## src/hdl/pfx_pkg.sv

```systemverilog
// Shared constants, types and command/status structs of the postfix evaluator.
`default_nettype none
package pfx_pkg;

    localparam int DATA_W          = 32;
    localparam int STATUS_W        = 3;
    localparam int STACK_DEPTH_DEF = 16;

    // Character codes
    localparam logic [7:0] CH_ZERO  = 8'h30;
    localparam logic [7:0] CH_NINE  = 8'h39;
    localparam logic [7:0] CH_SPACE = 8'h20;
    localparam logic [7:0] CH_TAB   = 8'h09;
    localparam logic [7:0] CH_PLUS  = 8'h2B;
    localparam logic [7:0] CH_MINUS = 8'h2D;
    localparam logic [7:0] CH_STAR  = 8'h2A;
    localparam logic [7:0] CH_SLASH = 8'h2F;
    localparam logic [7:0] TEN      = 8'd10;

    // Result status codes
    localparam logic [STATUS_W-1:0] ST_OK    = 3'd0;
    localparam logic [STATUS_W-1:0] ST_UNDER = 3'd1;
    localparam logic [STATUS_W-1:0] ST_OVER  = 3'd2;
    localparam logic [STATUS_W-1:0] ST_DIVZ  = 3'd3;
    localparam logic [STATUS_W-1:0] ST_DEPTH = 3'd4;

    typedef enum logic [1:0] {
        RD_ZERO   = 2'd0,
        RD_TOP    = 2'd1,
        RD_SECOND = 2'd2
    } t_rd_sel;

    typedef enum logic [2:0] {
        OP_ADD   = 3'd0,
        OP_SUB   = 3'd1,
        OP_MUL   = 3'd2,
        OP_DIV   = 3'd3,
        OP_OTHER = 3'd4
    } t_op;

    typedef struct packed {
        logic    latch;
        logic    acc_digit;
        logic    flush;
        logic    op_check;
        logic    take_y;
        logic    take_x;
        logic    exec;
        logic    div_take;
        logic    push_res;
        logic    emit;
        t_rd_sel rd_sel;
    } t_cmd;

    typedef struct packed {
        logic err_pending;
        logic is_digit;
        logic is_space;
        logic is_final;
        logic count_lt2;
        t_op  op;
        logic y_zero;
        logic div_done;
        logic out_free;
    } t_sts;

endpackage
`default_nettype wire

```

## src/hdl/pfx_ram.sv

```systemverilog
// Generic single-write, single-read RAM with registered read data.
`default_nettype none
module pfx_ram #(
    parameter int WIDTH = pfx_pkg::DATA_W,
    parameter int DEPTH = pfx_pkg::STACK_DEPTH_DEF
) (
    input  logic                     i_clk,
    input  logic                     i_wr_en,
    input  logic [$clog2(DEPTH)-1:0] i_wr_addr,
    input  logic [WIDTH-1:0]         i_wr_data,
    input  logic [$clog2(DEPTH)-1:0] i_rd_addr,
    output logic [WIDTH-1:0]         o_rd_data
);

    logic [WIDTH-1:0] r_mem [DEPTH];
    logic [WIDTH-1:0] r_rd_data;

    always_ff @(posedge i_clk) begin
        if (i_wr_en) begin
            r_mem[i_wr_addr] <= i_wr_data;
        end
        r_rd_data <= r_mem[i_rd_addr];
    end

    assign o_rd_data = r_rd_data;

endmodule
`default_nettype wire

```

## src/hdl/pfx_div.sv

```systemverilog
// Iterative signed divider, truncating toward zero, one quotient bit per cycle.
`default_nettype none
module pfx_div (
    input  logic                       i_clk,
    input  logic                       i_rst_n,
    input  logic                       i_start,
    input  logic [pfx_pkg::DATA_W-1:0] i_dividend,
    input  logic [pfx_pkg::DATA_W-1:0] i_divisor,
    output logic                       o_done,
    output logic [pfx_pkg::DATA_W-1:0] o_quotient
);

    localparam int DW    = pfx_pkg::DATA_W;
    localparam int CNT_W = $clog2(DW);

    logic             r_busy;
    logic             r_done;
    logic [CNT_W-1:0] r_cnt;
    logic [DW-1:0]    r_rem;
    logic [DW-1:0]    r_quo;
    logic [DW-1:0]    r_dvs;
    logic             r_neg;

    logic [DW:0]      w_shift;
    logic [DW:0]      w_trial;
    logic [DW-1:0]    w_mag_a;
    logic [DW-1:0]    w_mag_b;

    assign w_mag_a = i_dividend[DW-1] ? (DW'(0) - i_dividend) : i_dividend;
    assign w_mag_b = i_divisor[DW-1]  ? (DW'(0) - i_divisor)  : i_divisor;
    assign w_shift = {r_rem, r_quo[DW-1]};
    assign w_trial = w_shift - {1'b0, r_dvs};

    // Control
    always_ff @(posedge i_clk) begin
        if (!i_rst_n) begin
            r_busy <= 1'b0;
            r_done <= 1'b0;
        end else begin
            r_done <= 1'b0;
            if (i_start) begin
                r_busy <= 1'b1;
            end else if (r_busy && r_cnt == CNT_W'(DW - 1)) begin
                r_busy <= 1'b0;
                r_done <= 1'b1;
            end
        end
    end

    // Restoring shift-subtract on magnitudes
    always_ff @(posedge i_clk) begin
        if (i_start) begin
            r_cnt <= '0;
            r_rem <= '0;
            r_quo <= w_mag_a;
            r_dvs <= w_mag_b;
            r_neg <= i_dividend[DW-1] ^ i_divisor[DW-1];
        end else if (r_busy) begin
            r_cnt <= r_cnt + CNT_W'(1);
            if (!w_trial[DW]) begin
                r_rem <= w_trial[DW-1:0];
                r_quo <= {r_quo[DW-2:0], 1'b1};
            end else begin
                r_rem <= w_shift[DW-1:0];
                r_quo <= {r_quo[DW-2:0], 1'b0};
            end
        end
    end

    assign o_done     = r_done;
    assign o_quotient = r_neg ? (DW'(0) - r_quo) : r_quo;

endmodule
`default_nettype wire

```

## src/hdl/pfx_datapath.sv

```systemverilog
// Datapath: number accumulator, operand stack, ALU, divider and result register.
`default_nettype none
module pfx_datapath #(
    parameter int STACK_DEPTH = pfx_pkg::STACK_DEPTH_DEF
) (
    input  logic                                i_clk,
    input  logic                                i_rst_n,
    input  logic [7:0]                          i_char_code,
    input  logic                                i_is_final,
    input  pfx_pkg::t_cmd                       i_cmd,
    output pfx_pkg::t_sts                       o_sts,
    input  logic                                i_out_stall,
    output logic                                o_out_valid,
    output logic signed [pfx_pkg::DATA_W-1:0]   o_value,
    output logic [pfx_pkg::STATUS_W-1:0]        o_status
);

    localparam int DW = pfx_pkg::DATA_W;
    localparam int SW = pfx_pkg::STATUS_W;
    localparam int AW = $clog2(STACK_DEPTH);
    localparam int CW = $clog2(STACK_DEPTH + 1);

    // Payload registers
    logic [7:0]    r_char;
    logic          r_final;
    logic [DW-1:0] r_x;
    logic [DW-1:0] r_y;
    logic [DW-1:0] r_result;
    logic [DW-1:0] r_value;
    logic [SW-1:0] r_status;

    // Control registers
    logic [DW-1:0] r_acc;
    logic [DW-1:0] n_acc;
    logic          r_in_num;
    logic          n_in_num;
    logic [SW-1:0] r_err;
    logic [SW-1:0] n_err;
    logic [CW-1:0] r_count;
    logic [CW-1:0] n_count;
    logic          r_out_valid;
    logic          n_out_valid;

    logic          w_full;
    logic          w_flush_act;
    logic          w_wr_en;
    logic [DW-1:0] w_wr_data;
    logic [AW-1:0] w_rd_addr;
    logic [DW-1:0] w_rd_data;
    logic [CW-1:0] w_cnt_m1;
    logic [CW-1:0] w_cnt_m2;
    logic [3:0]    w_digit;
    pfx_pkg::t_op  w_op;
    logic          w_y_zero;
    logic          w_div_start;
    logic          w_div_done;
    logic [DW-1:0] w_div_q;
    logic [SW-1:0] w_fin_status;

    assign w_full      = (r_count == CW'(STACK_DEPTH));
    assign w_flush_act = i_cmd.flush && r_in_num && (r_err == pfx_pkg::ST_OK);
    assign w_wr_en     = (w_flush_act || i_cmd.push_res) && !w_full;
    assign w_wr_data   = i_cmd.push_res ? r_result : r_acc;
    assign w_cnt_m1    = r_count - CW'(1);
    assign w_cnt_m2    = r_count - CW'(2);
    assign w_digit     = 4'(r_char - pfx_pkg::CH_ZERO);
    assign w_y_zero    = (r_y == '0);
    assign w_div_start = i_cmd.exec && (w_op == pfx_pkg::OP_DIV) && !w_y_zero;

    always_comb begin
        unique case (i_cmd.rd_sel)
            pfx_pkg::RD_TOP:    w_rd_addr = w_cnt_m1[AW-1:0];
            pfx_pkg::RD_SECOND: w_rd_addr = w_cnt_m2[AW-1:0];
            default:            w_rd_addr = '0;
        endcase
    end

    always_comb begin
        unique case (r_char)
            pfx_pkg::CH_PLUS:  w_op = pfx_pkg::OP_ADD;
            pfx_pkg::CH_MINUS: w_op = pfx_pkg::OP_SUB;
            pfx_pkg::CH_STAR:  w_op = pfx_pkg::OP_MUL;
            pfx_pkg::CH_SLASH: w_op = pfx_pkg::OP_DIV;
            default:           w_op = pfx_pkg::OP_OTHER;
        endcase
    end

    always_comb begin
        if (r_err != pfx_pkg::ST_OK) begin
            w_fin_status = r_err;
        end else if (r_count != CW'(1)) begin
            w_fin_status = pfx_pkg::ST_DEPTH;
        end else begin
            w_fin_status = pfx_pkg::ST_OK;
        end
    end

    pfx_ram #(
        .WIDTH (DW),
        .DEPTH (STACK_DEPTH)
    ) u_stack (
        .i_clk     (i_clk),
        .i_wr_en   (w_wr_en),
        .i_wr_addr (r_count[AW-1:0]),
        .i_wr_data (w_wr_data),
        .i_rd_addr (w_rd_addr),
        .o_rd_data (w_rd_data)
    );

    pfx_div u_div (
        .i_clk      (i_clk),
        .i_rst_n    (i_rst_n),
        .i_start    (w_div_start),
        .i_dividend (r_x),
        .i_divisor  (r_y),
        .o_done     (w_div_done),
        .o_quotient (w_div_q)
    );

    // Next-state of accumulator, error, stack count and output valid
    always_comb begin
        n_acc       = r_acc;
        n_in_num    = r_in_num;
        n_err       = r_err;
        n_count     = r_count;
        n_out_valid = r_out_valid;
        if (r_out_valid && !i_out_stall) begin
            n_out_valid = 1'b0;
        end
        if (i_cmd.acc_digit) begin
            n_acc    = (r_acc << 3) + (r_acc << 1) + {{(DW-4){1'b0}}, w_digit};
            n_in_num = 1'b1;
        end
        if (w_flush_act) begin
            n_in_num = 1'b0;
            n_acc    = '0;
            if (w_full) begin
                n_err = pfx_pkg::ST_OVER;
            end else begin
                n_count = r_count + CW'(1);
            end
        end
        if (i_cmd.op_check && (r_count < CW'(2))) begin
            n_count = '0;
            if (r_err == pfx_pkg::ST_OK) begin
                n_err = pfx_pkg::ST_UNDER;
            end
        end
        if (i_cmd.take_x) begin
            n_count = w_cnt_m2;
        end
        if (i_cmd.exec && (w_op == pfx_pkg::OP_DIV) && w_y_zero
                && (r_err == pfx_pkg::ST_OK)) begin
            n_err = pfx_pkg::ST_DIVZ;
        end
        if (i_cmd.push_res) begin
            if (w_full) begin
                if (r_err == pfx_pkg::ST_OK) begin
                    n_err = pfx_pkg::ST_OVER;
                end
            end else begin
                n_count = r_count + CW'(1);
            end
        end
        if (i_cmd.emit) begin
            n_out_valid = 1'b1;
            n_count     = '0;
            n_acc       = '0;
            n_in_num    = 1'b0;
            n_err       = pfx_pkg::ST_OK;
        end
    end

    always_ff @(posedge i_clk) begin
        if (!i_rst_n) begin
            r_acc       <= '0;
            r_in_num    <= 1'b0;
            r_err       <= pfx_pkg::ST_OK;
            r_count     <= '0;
            r_out_valid <= 1'b0;
        end else begin
            r_acc       <= n_acc;
            r_in_num    <= n_in_num;
            r_err       <= n_err;
            r_count     <= n_count;
            r_out_valid <= n_out_valid;
        end
    end

    always_ff @(posedge i_clk) begin
        if (i_cmd.latch) begin
            r_char  <= i_char_code;
            r_final <= i_is_final;
        end
        if (i_cmd.take_y) begin
            r_y <= w_rd_data;
        end
        if (i_cmd.take_x) begin
            r_x <= w_rd_data;
        end
        if (i_cmd.exec) begin
            unique case (w_op)
                pfx_pkg::OP_ADD: r_result <= r_x + r_y;
                pfx_pkg::OP_SUB: r_result <= r_x - r_y;
                pfx_pkg::OP_MUL: r_result <= DW'(r_x * r_y);
                default:         r_result <= r_result;
            endcase
        end
        if (i_cmd.div_take) begin
            r_result <= w_div_q;
        end
        if (i_cmd.emit) begin
            r_value  <= (w_fin_status == pfx_pkg::ST_OK) ? w_rd_data : '0;
            r_status <= w_fin_status;
        end
    end

    assign o_sts.err_pending = (r_err != pfx_pkg::ST_OK);
    assign o_sts.is_digit    = (r_char >= pfx_pkg::CH_ZERO) && (r_char <= pfx_pkg::CH_NINE);
    assign o_sts.is_space    = (r_char == pfx_pkg::CH_SPACE) || (r_char == pfx_pkg::CH_TAB);
    assign o_sts.is_final    = r_final;
    assign o_sts.count_lt2   = (r_count < CW'(2));
    assign o_sts.op          = w_op;
    assign o_sts.y_zero      = w_y_zero;
    assign o_sts.div_done    = w_div_done;
    assign o_sts.out_free    = !r_out_valid || !i_out_stall;

    assign o_out_valid = r_out_valid;
    assign o_value     = r_value;
    assign o_status    = r_status;

endmodule
`default_nettype wire

```

## src/hdl/pfx_ctrl.sv

```systemverilog
// Controller: sequences one character through flush, pop, execute, push and report.
`default_nettype none
module pfx_ctrl (
    input  logic          i_clk,
    input  logic          i_rst_n,
    input  logic          i_valid,
    input  pfx_pkg::t_sts i_sts,
    output pfx_pkg::t_cmd o_cmd,
    output logic          o_stall
);

    typedef enum logic [12:0] {
        S_IDLE      = 13'b0000000000001,
        S_CHAR      = 13'b0000000000010,
        S_FLUSH     = 13'b0000000000100,
        S_OP        = 13'b0000000001000,
        S_RDY       = 13'b0000000010000,
        S_RDX       = 13'b0000000100000,
        S_EXEC      = 13'b0000001000000,
        S_DIV       = 13'b0000010000000,
        S_PUSH      = 13'b0000100000000,
        S_FIN_CHK   = 13'b0001000000000,
        S_FIN_FLUSH = 13'b0010000000000,
        S_FIN_READ  = 13'b0100000000000,
        S_EMIT      = 13'b1000000000000
    } t_state;

    t_state r_state;
    t_state n_state;

    always_comb begin
        n_state      = r_state;
        o_cmd        = '0;
        o_cmd.rd_sel = pfx_pkg::RD_ZERO;
        unique case (r_state)
            S_IDLE: begin
                if (i_valid) begin
                    o_cmd.latch = 1'b1;
                    n_state     = S_CHAR;
                end
            end
            S_CHAR: begin
                if (i_sts.err_pending) begin
                    n_state = S_FIN_CHK;
                end else if (i_sts.is_digit) begin
                    o_cmd.acc_digit = 1'b1;
                    n_state         = S_FIN_CHK;
                end else begin
                    n_state = S_FLUSH;
                end
            end
            S_FLUSH: begin
                o_cmd.flush = 1'b1;
                n_state     = S_OP;
            end
            S_OP: begin
                if (i_sts.err_pending || i_sts.is_space) begin
                    n_state = S_FIN_CHK;
                end else begin
                    o_cmd.op_check = 1'b1;
                    if (i_sts.count_lt2) begin
                        n_state = S_FIN_CHK;
                    end else begin
                        o_cmd.rd_sel = pfx_pkg::RD_TOP;
                        n_state      = S_RDY;
                    end
                end
            end
            S_RDY: begin
                o_cmd.take_y = 1'b1;
                o_cmd.rd_sel = pfx_pkg::RD_SECOND;
                n_state      = S_RDX;
            end
            S_RDX: begin
                o_cmd.take_x = 1'b1;
                n_state      = S_EXEC;
            end
            S_EXEC: begin
                o_cmd.exec = 1'b1;
                unique case (i_sts.op)
                    pfx_pkg::OP_DIV:
                        n_state = i_sts.y_zero ? S_FIN_CHK : S_DIV;
                    pfx_pkg::OP_ADD, pfx_pkg::OP_SUB, pfx_pkg::OP_MUL:
                        n_state = S_PUSH;
                    default:
                        n_state = S_FIN_CHK;
                endcase
            end
            S_DIV: begin
                if (i_sts.div_done) begin
                    o_cmd.div_take = 1'b1;
                    n_state        = S_PUSH;
                end
            end
            S_PUSH: begin
                o_cmd.push_res = 1'b1;
                n_state        = S_FIN_CHK;
            end
            S_FIN_CHK: begin
                n_state = i_sts.is_final ? S_FIN_FLUSH : S_IDLE;
            end
            S_FIN_FLUSH: begin
                o_cmd.flush = 1'b1;
                n_state     = S_FIN_READ;
            end
            S_FIN_READ: begin
                n_state = S_EMIT;
            end
            S_EMIT: begin
                if (i_sts.out_free) begin
                    o_cmd.emit = 1'b1;
                    n_state    = S_IDLE;
                end
            end
            default: begin
                n_state = S_IDLE;
            end
        endcase
    end

    always_ff @(posedge i_clk) begin
        if (!i_rst_n) begin
            r_state <= S_IDLE;
        end else begin
            r_state <= n_state;
        end
    end

    assign o_stall = (r_state != S_IDLE);

endmodule
`default_nettype wire

```

## src/hdl/postfix_expression_evaluator_core.sv

```systemverilog
// Top level of the postfix (reverse Polish) expression evaluator.
// Feed the expression one ASCII character per item, with i_is_final set on the
// last one. Digit runs build an unsigned 32-bit number (10*v + digit, wrapping)
// that is pushed on the operand stack when a non-digit arrives or the expression
// ends; space and tab only end a number. Any other character pops two operands
// and '+', '-', '*', '/' push the wrapped result (division truncates toward
// zero); other characters push nothing. The first error (underflow, overflow,
// divide by zero) sticks until the final character, which produces exactly one
// result item carrying the value and a status, then clears all state. Items are
// processed one at a time: the controller steps each character through its state
// sequence, and '/' also waits on the 32-step divider. A final character then
// passes through the final flush, read and emit states, and the emit waits while
// the previous result still sits stalled in the output register. The result sits
// in an output register, so the next expression can start while an earlier result
// still waits; only a second final character stalls until that register is
// taken. The stack is a small RAM that needs no clearing: no entry above the
// stack count is ever read.
`default_nettype none
module postfix_expression_evaluator_core #(
    parameter int STACK_DEPTH = pfx_pkg::STACK_DEPTH_DEF
) (
    input  logic                                i_clk,
    input  logic                                i_rst_n,
    // Character channel
    input  logic                                i_valid,
    input  logic [7:0]                          i_char_code,
    input  logic                                i_is_final,
    output logic                                o_stall,
    // Result channel
    output logic                                o_valid,
    output logic signed [pfx_pkg::DATA_W-1:0]   o_value,
    output logic [pfx_pkg::STATUS_W-1:0]        o_status,
    input  logic                                i_stall
);

    pfx_pkg::t_cmd w_cmd;
    pfx_pkg::t_sts w_sts;

    // Controller: one-hot sequencer, stalls the character channel while busy
    pfx_ctrl u_ctrl (
        .i_clk   (i_clk),
        .i_rst_n (i_rst_n),
        .i_valid (i_valid),
        .i_sts   (w_sts),
        .o_cmd   (w_cmd),
        .o_stall (o_stall)
    );

    // Datapath: stack RAM, accumulator, ALU, divider and the result register
    pfx_datapath #(
        .STACK_DEPTH (STACK_DEPTH)
    ) u_datapath (
        .i_clk       (i_clk),
        .i_rst_n     (i_rst_n),
        .i_char_code (i_char_code),
        .i_is_final  (i_is_final),
        .i_cmd       (w_cmd),
        .o_sts       (w_sts),
        .i_out_stall (i_stall),
        .o_out_valid (o_valid),
        .o_value     (o_value),
        .o_status    (o_status)
    );

endmodule
`default_nettype wire

```

## config.mk

```make
export PLATFORM = sky130hd
export DESIGN_NAME = postfix_expression_evaluator_core
export DESIGN_NICKNAME = d
export VERILOG_FILES = /design/src/hdl/pfx_pkg.sv /design/src/hdl/pfx_ram.sv /design/src/hdl/pfx_div.sv /design/src/hdl/pfx_datapath.sv /design/src/hdl/pfx_ctrl.sv /design/src/hdl/postfix_expression_evaluator_core.sv
export SDC_FILE = /design/constraint.sdc
export NUM_CORES = 2
export LEC_CHECK = 0
export ABC_CLOCK_PERIOD_IN_PS = 8900
export BUFFER_PORTS_ARGS = -buffer_cell sky130_fd_sc_hd__buf_2
export CAP_MARGIN = 20
export CELL_PAD_IN_SITES_DETAIL_PLACEMENT = 0
export CELL_PAD_IN_SITES_GLOBAL_PLACEMENT = 1
export CORE_MARGIN = 1.5
export CORE_UTILIZATION = 50
export DETAILED_ROUTE_END_ITERATION = 12
export GPL_ROUTABILITY_DRIVEN = 0
export PLACE_DENSITY = 0.76
export SYNTH_ARGS = -nofsm -noshare
export SYNTH_HDL_FRONTEND = slang
export SYNTH_SLANG_ARGS = --single-unit
```

## constraint.sdc

```tcl
create_clock -name i_clk -period 8.9 [get_ports i_clk]
set_clock_uncertainty 0.1 [all_clocks]
set_input_delay 0.445 -clock i_clk [delete_from_list [all_inputs] [get_ports i_clk]]
set_output_delay 0.445 -clock i_clk [all_outputs]
set_load 0.05 [all_outputs]
```

==> summary.txt <==
Floorplanning
  – Die X: 335.1 um
  – Die H: 335.1 um
  – Core Area: 109200 um^2
  – FP Rows: 121
  – Ports: 50
  – Die area: 112300 um^2
  – Starting Density: 50.53%

Timing
  – Final TNS setup: 0 ns
  – Max-slew violations: 0
  – Minimum clock period: 8.224 ns
  – Slew margin rel.: 23.18%
  – Tcrit/Tclk final: 92.40%
  – RSZ-0062 raised after global routing: no
  – Final Hold Fails: 0
  – Achievable frequency: 121.6 MHz
  – Slew @ Worst Pin: 1.152 ns
  – Final setup vio count: 0

Final layout
  – P&R area growth vs syn: 9.495%
  – Nets: 5417
  – Layout cells sized above 1: 10.27%

Synth
  – Mapped Avg Cell Area: 11.65 um^2
  – Mapped Area: 55160 um^2
  – EDFF count, synth: 717
  – Dominant cells by area after synthesis: edfxtp_1, fa_1, ha_1
  – Synth area leader: edfxtp_1
  – Post-synth ARST share: 0%
  – Count of cell types in the netlist: 92
  – Ys Warns: 0
  – Yosys reg bits: 843
  – Top cell type's share of synthesized area: 39.03%
  – Top_reg_cell synth: edfxtp_1
  – Post-synthesis sequential area ratio: 43.61%
  – Mapped Nets: 5417
  – Post-Synthesis Cells: 4733

Worst setup path
  – CP Capture Type: flop
  – Delay-heaviest family, CP: adder cells
  – Critical path depth: 24
  – Startpoint types: flop
  – Reg-to-reg endpoint: u_datapath.r_result[24]$_DFFE_PP_
  – CP dominant cell by count: fa_1
  – Crit path to: u_datapath.r_result[24]$_DFFE_PP_
  – WP data arrival: 8.47 ns
  – Crit-path max FO: 16
  – Worst reg-to-reg setup slack: 0.68 ns
  – Crit path largest cell delay: 0.80 ns
  – Setup crit start: u_datapath.r_x[5]$_DFFE_PP_
  – Critical-path top delay cell: edfxtp_1
  – Buf/Inv on CP: 5
  – R2R depth: 24
  – Crit Path Class: reg2reg
  – Critical Path, Cell by Cell: buf_4 > and2_1 > fa_1 > inv_1 > fa_1 > fa_1 > inv_1 > fa_1 > ha_1 > ha_1 > inv_1 > fa_1 > inv_1 > fa_1 > ha_1 > a2111oi_0 > o21ai_0 > a221oi_1 > o31ai_1 > a2111oi_0 > nor3_1 > xor2_1 > a21oi_1 > a22oi_1
  – Worst r2r src: u_datapath.r_x[5]$_DFFE_PP_
  – Crit path required time: 9.15 ns

Routing
  – Initial drt markers: 2956
  – Via/cell ratio: 5.767
  – 1st-pass router iterations: 6
  – DR vias: 36268
  – DRT antenna net count: 0
  – DRC: 0
  – Routed len/inst: 24.08 um
  – Final WL: 151400 um

Worst hold path
  – Worst hold path type: in2reg

Global routing
  – Met1 Usage GRT: 38.05%
  – Busiest grt layer: met2
  – Gr usage total: 27.52%
  – Largest net degree at the start of global routing: 93
  – Vias in the first global route: 37094
  – Gr ovfl total: 0
  – Initial antenna violation count: 6
  – Global-route wire length before repair: 231000 um
  – Met2 Use GR: 44.84%
  – Met3 Track Usage GR: 3.505%

Pwr
  – Max IR drop VDD: 0.1859 mV
  – Power Total: 8212 uW
  – P_leak: 0.02336 uW
  – PD cells: 136.0 nW/um^2

Clock tree
  – Num CTS Buffers: 88
  – CTS tree: built
  – Clock Root Buffer: clkbuf_16
  – Clk slew on worst S/H paths: 0.07 ns
  – Depth of the CTS H-tree: 3
  – Worst-Skew Late Latency: 0.69 ns
  – CTS max path bufs: 3
  – Post-cts resize count: 0
  – Clk sink count: 843

Status
  – Status: finished, final reports clean

Flow run
  – Max-cap violations: 0

Placement
  – DPL Wire Length: 104200 um
  – Port buffer count: 49
cell type report:
| cell class | count | area (um^2) |
|---|---|---|
| inverter | 451 | 1693 |
| tap | 1476 | 1847 |
| clock inverter | 55 | 749.5 |
| sequential | 843 | 24050 |
| antenna | 5 | 12.51 |
| timing repair buffer | 169 | 1199 |
| multi-input combinational | 3180 | 28480 |
| clock buffer | 110 | 2356 |
| fill | 9295 | 48760 |
synth_stat cells (all sizes together), types with 20 or more instances:
| master | instances |
|---|---|
| nor2 | 146 |
| xnor2 | 160 |
| inv | 451 |
| xor2 | 127 |
| fa | 412 |
| mux2i | 37 |
| or3 | 40 |
| ha | 259 |
| buf | 48 |
| nand3 | 35 |
| o31ai | 33 |
| edfxtp | 717 |
| a211oi | 64 |
| nor3 | 48 |
| a21oi | 174 |
| a31oi | 51 |
| clkbuf | 211 |
| mux4 | 128 |
| nand2 | 609 |
| o21a | 21 |
| a21o | 46 |
| dfxtp | 126 |
| o21ai | 156 |
| and2 | 393 |
| nor2b | 20 |
placed cells by master (no fill, tap or decap), drive strengths merged, types with 13 or more instances in the layout:
| cell | instances |
|---|---|
| nor2 | 146 |
| dfxtp | 126 |
| o21a | 21 |
| buf | 158 |
| a31oi | 51 |
| a21oi | 174 |
| or3 | 40 |
| clkinv | 30 |
| nand2b | 19 |
| nand2 | 609 |
| clkbuf | 110 |
| nor3 | 48 |
| o21bai | 17 |
| a211oi | 64 |
| nand3 | 35 |
| o31ai | 33 |
| nor2b | 20 |
| ha | 259 |
| o21ai | 156 |
| edfxtp | 717 |
| nand4 | 15 |
| fa | 412 |
| mux4 | 128 |
| xor2 | 127 |
| inv | 452 |
| xnor2 | 160 |
| a21o | 46 |
| or4 | 18 |
| mux2i | 37 |
| bufinv | 13 |
| and2 | 393 |
| and3 | 13 |
report_power, final:
group	internal (uW)	total (uW)	switching (uW)
Clock	2280	3930	1650
Combinational	18.2	48.5	30.3
Sequential	4230	4230	6.12
Total	6530	8210	1680
registers in the layout, indices dropped and copies added (netlist names), 5 cells and up:
register                      count
u_datapath.u_stack.o_rd_data     32
u_datapath.u_div.r_rem           32
u_datapath.r_x                   32
u_datapath.r_char                 8
u_datapath.o_value               32
u_datapath.r_count                5
u_ctrl.r_state                   13
u_datapath.r_result              32
u_datapath.u_div.r_quo           32
u_datapath.r_acc                 32
u_datapath.u_stack.r_mem        512
u_datapath.u_div.r_cnt            5
u_datapath.u_div.r_dvs           32
u_datapath.r_y                   32
kinds of logic after synthesis:
kind of cell | count (synthesis) | synth area share (%)
flip-flops | 843 | 43.61
multiplexers | 167 | 5.939
adder cells (fa/ha/maj) | 671 | 20.83
buffers and inverters | 710 | 4.916
XOR/XNOR | 287 | 4.571
AO/OA/AOI/OAI | 651 | 7.527
AND/OR/NAND/NOR | 1404 | 12.61
routing by layer:
metal,up-vias,part of all wire [%]
met5,-,0
met4,0,3.7
met3,265,6.7
met2,1245,47
met1,18487,42
li1,16271,-
tightest hold or removal path, cell delays in order:
cell	delay, ns
buf_2	0.07
nand2_1	0.14
nor2_1	0.13
o31ai_1	0.07
through the flow:
| step | std cells | util [%] | hold slack [ns] | cell area [um^2] | setup slack (ns) |
|---|---|---|---|---|---|
| 5_1_grt | 6284 | 55.32 | 0.1245 | 60380 | 0.3206 |
| 3_5_place_dp | 6108 | 52.37 | 0.3445 | 57170 | 0.8273 |
| 3_3_place_gp | 6108 | 52.37 | 0.3397 | 57170 | 0.9612 |
| 2_1_floorplan | 4733 | - | 0.3173 | 55160 | 1.170 |
| 6_report | 6289 | 55.33 | 0.1303 | 60400 | 0.6763 |
| 4_1_cts | 6284 | 55.32 | 0.08521 | 60380 | 0.8726 |
how the worst min path moves through the flow:
stage | startpoint | to | cells after the start
after floorplan | u_datapath.u_stack.o_rd_data[0]$_DFF_P_ | u_datapath.r_x[0]$_DFFE_PP_ | 0
after global placement | u_datapath.r_err[2]$_SDFF_PP0_ | u_datapath.r_err[2]$_SDFF_PP0_ | 2
after detailed placement | u_datapath.r_err[2]$_SDFF_PP0_ | u_datapath.r_err[2]$_SDFF_PP0_ | 2
after CTS | i_stall | u_ctrl.r_state[0]$_SDFFE_PN1P_ | 4
after global routing | i_stall | u_ctrl.r_state[0]$_SDFFE_PN1P_ | 4
final | i_stall | u_ctrl.r_state[0]$_SDFFE_PN1P_ | 4
what timing repair did:
action,CTS,global route
hold buffers,11,0
hold endpoints to repair,11,0
buffers inserted,0,0
(Power assumes the default switching activity.)
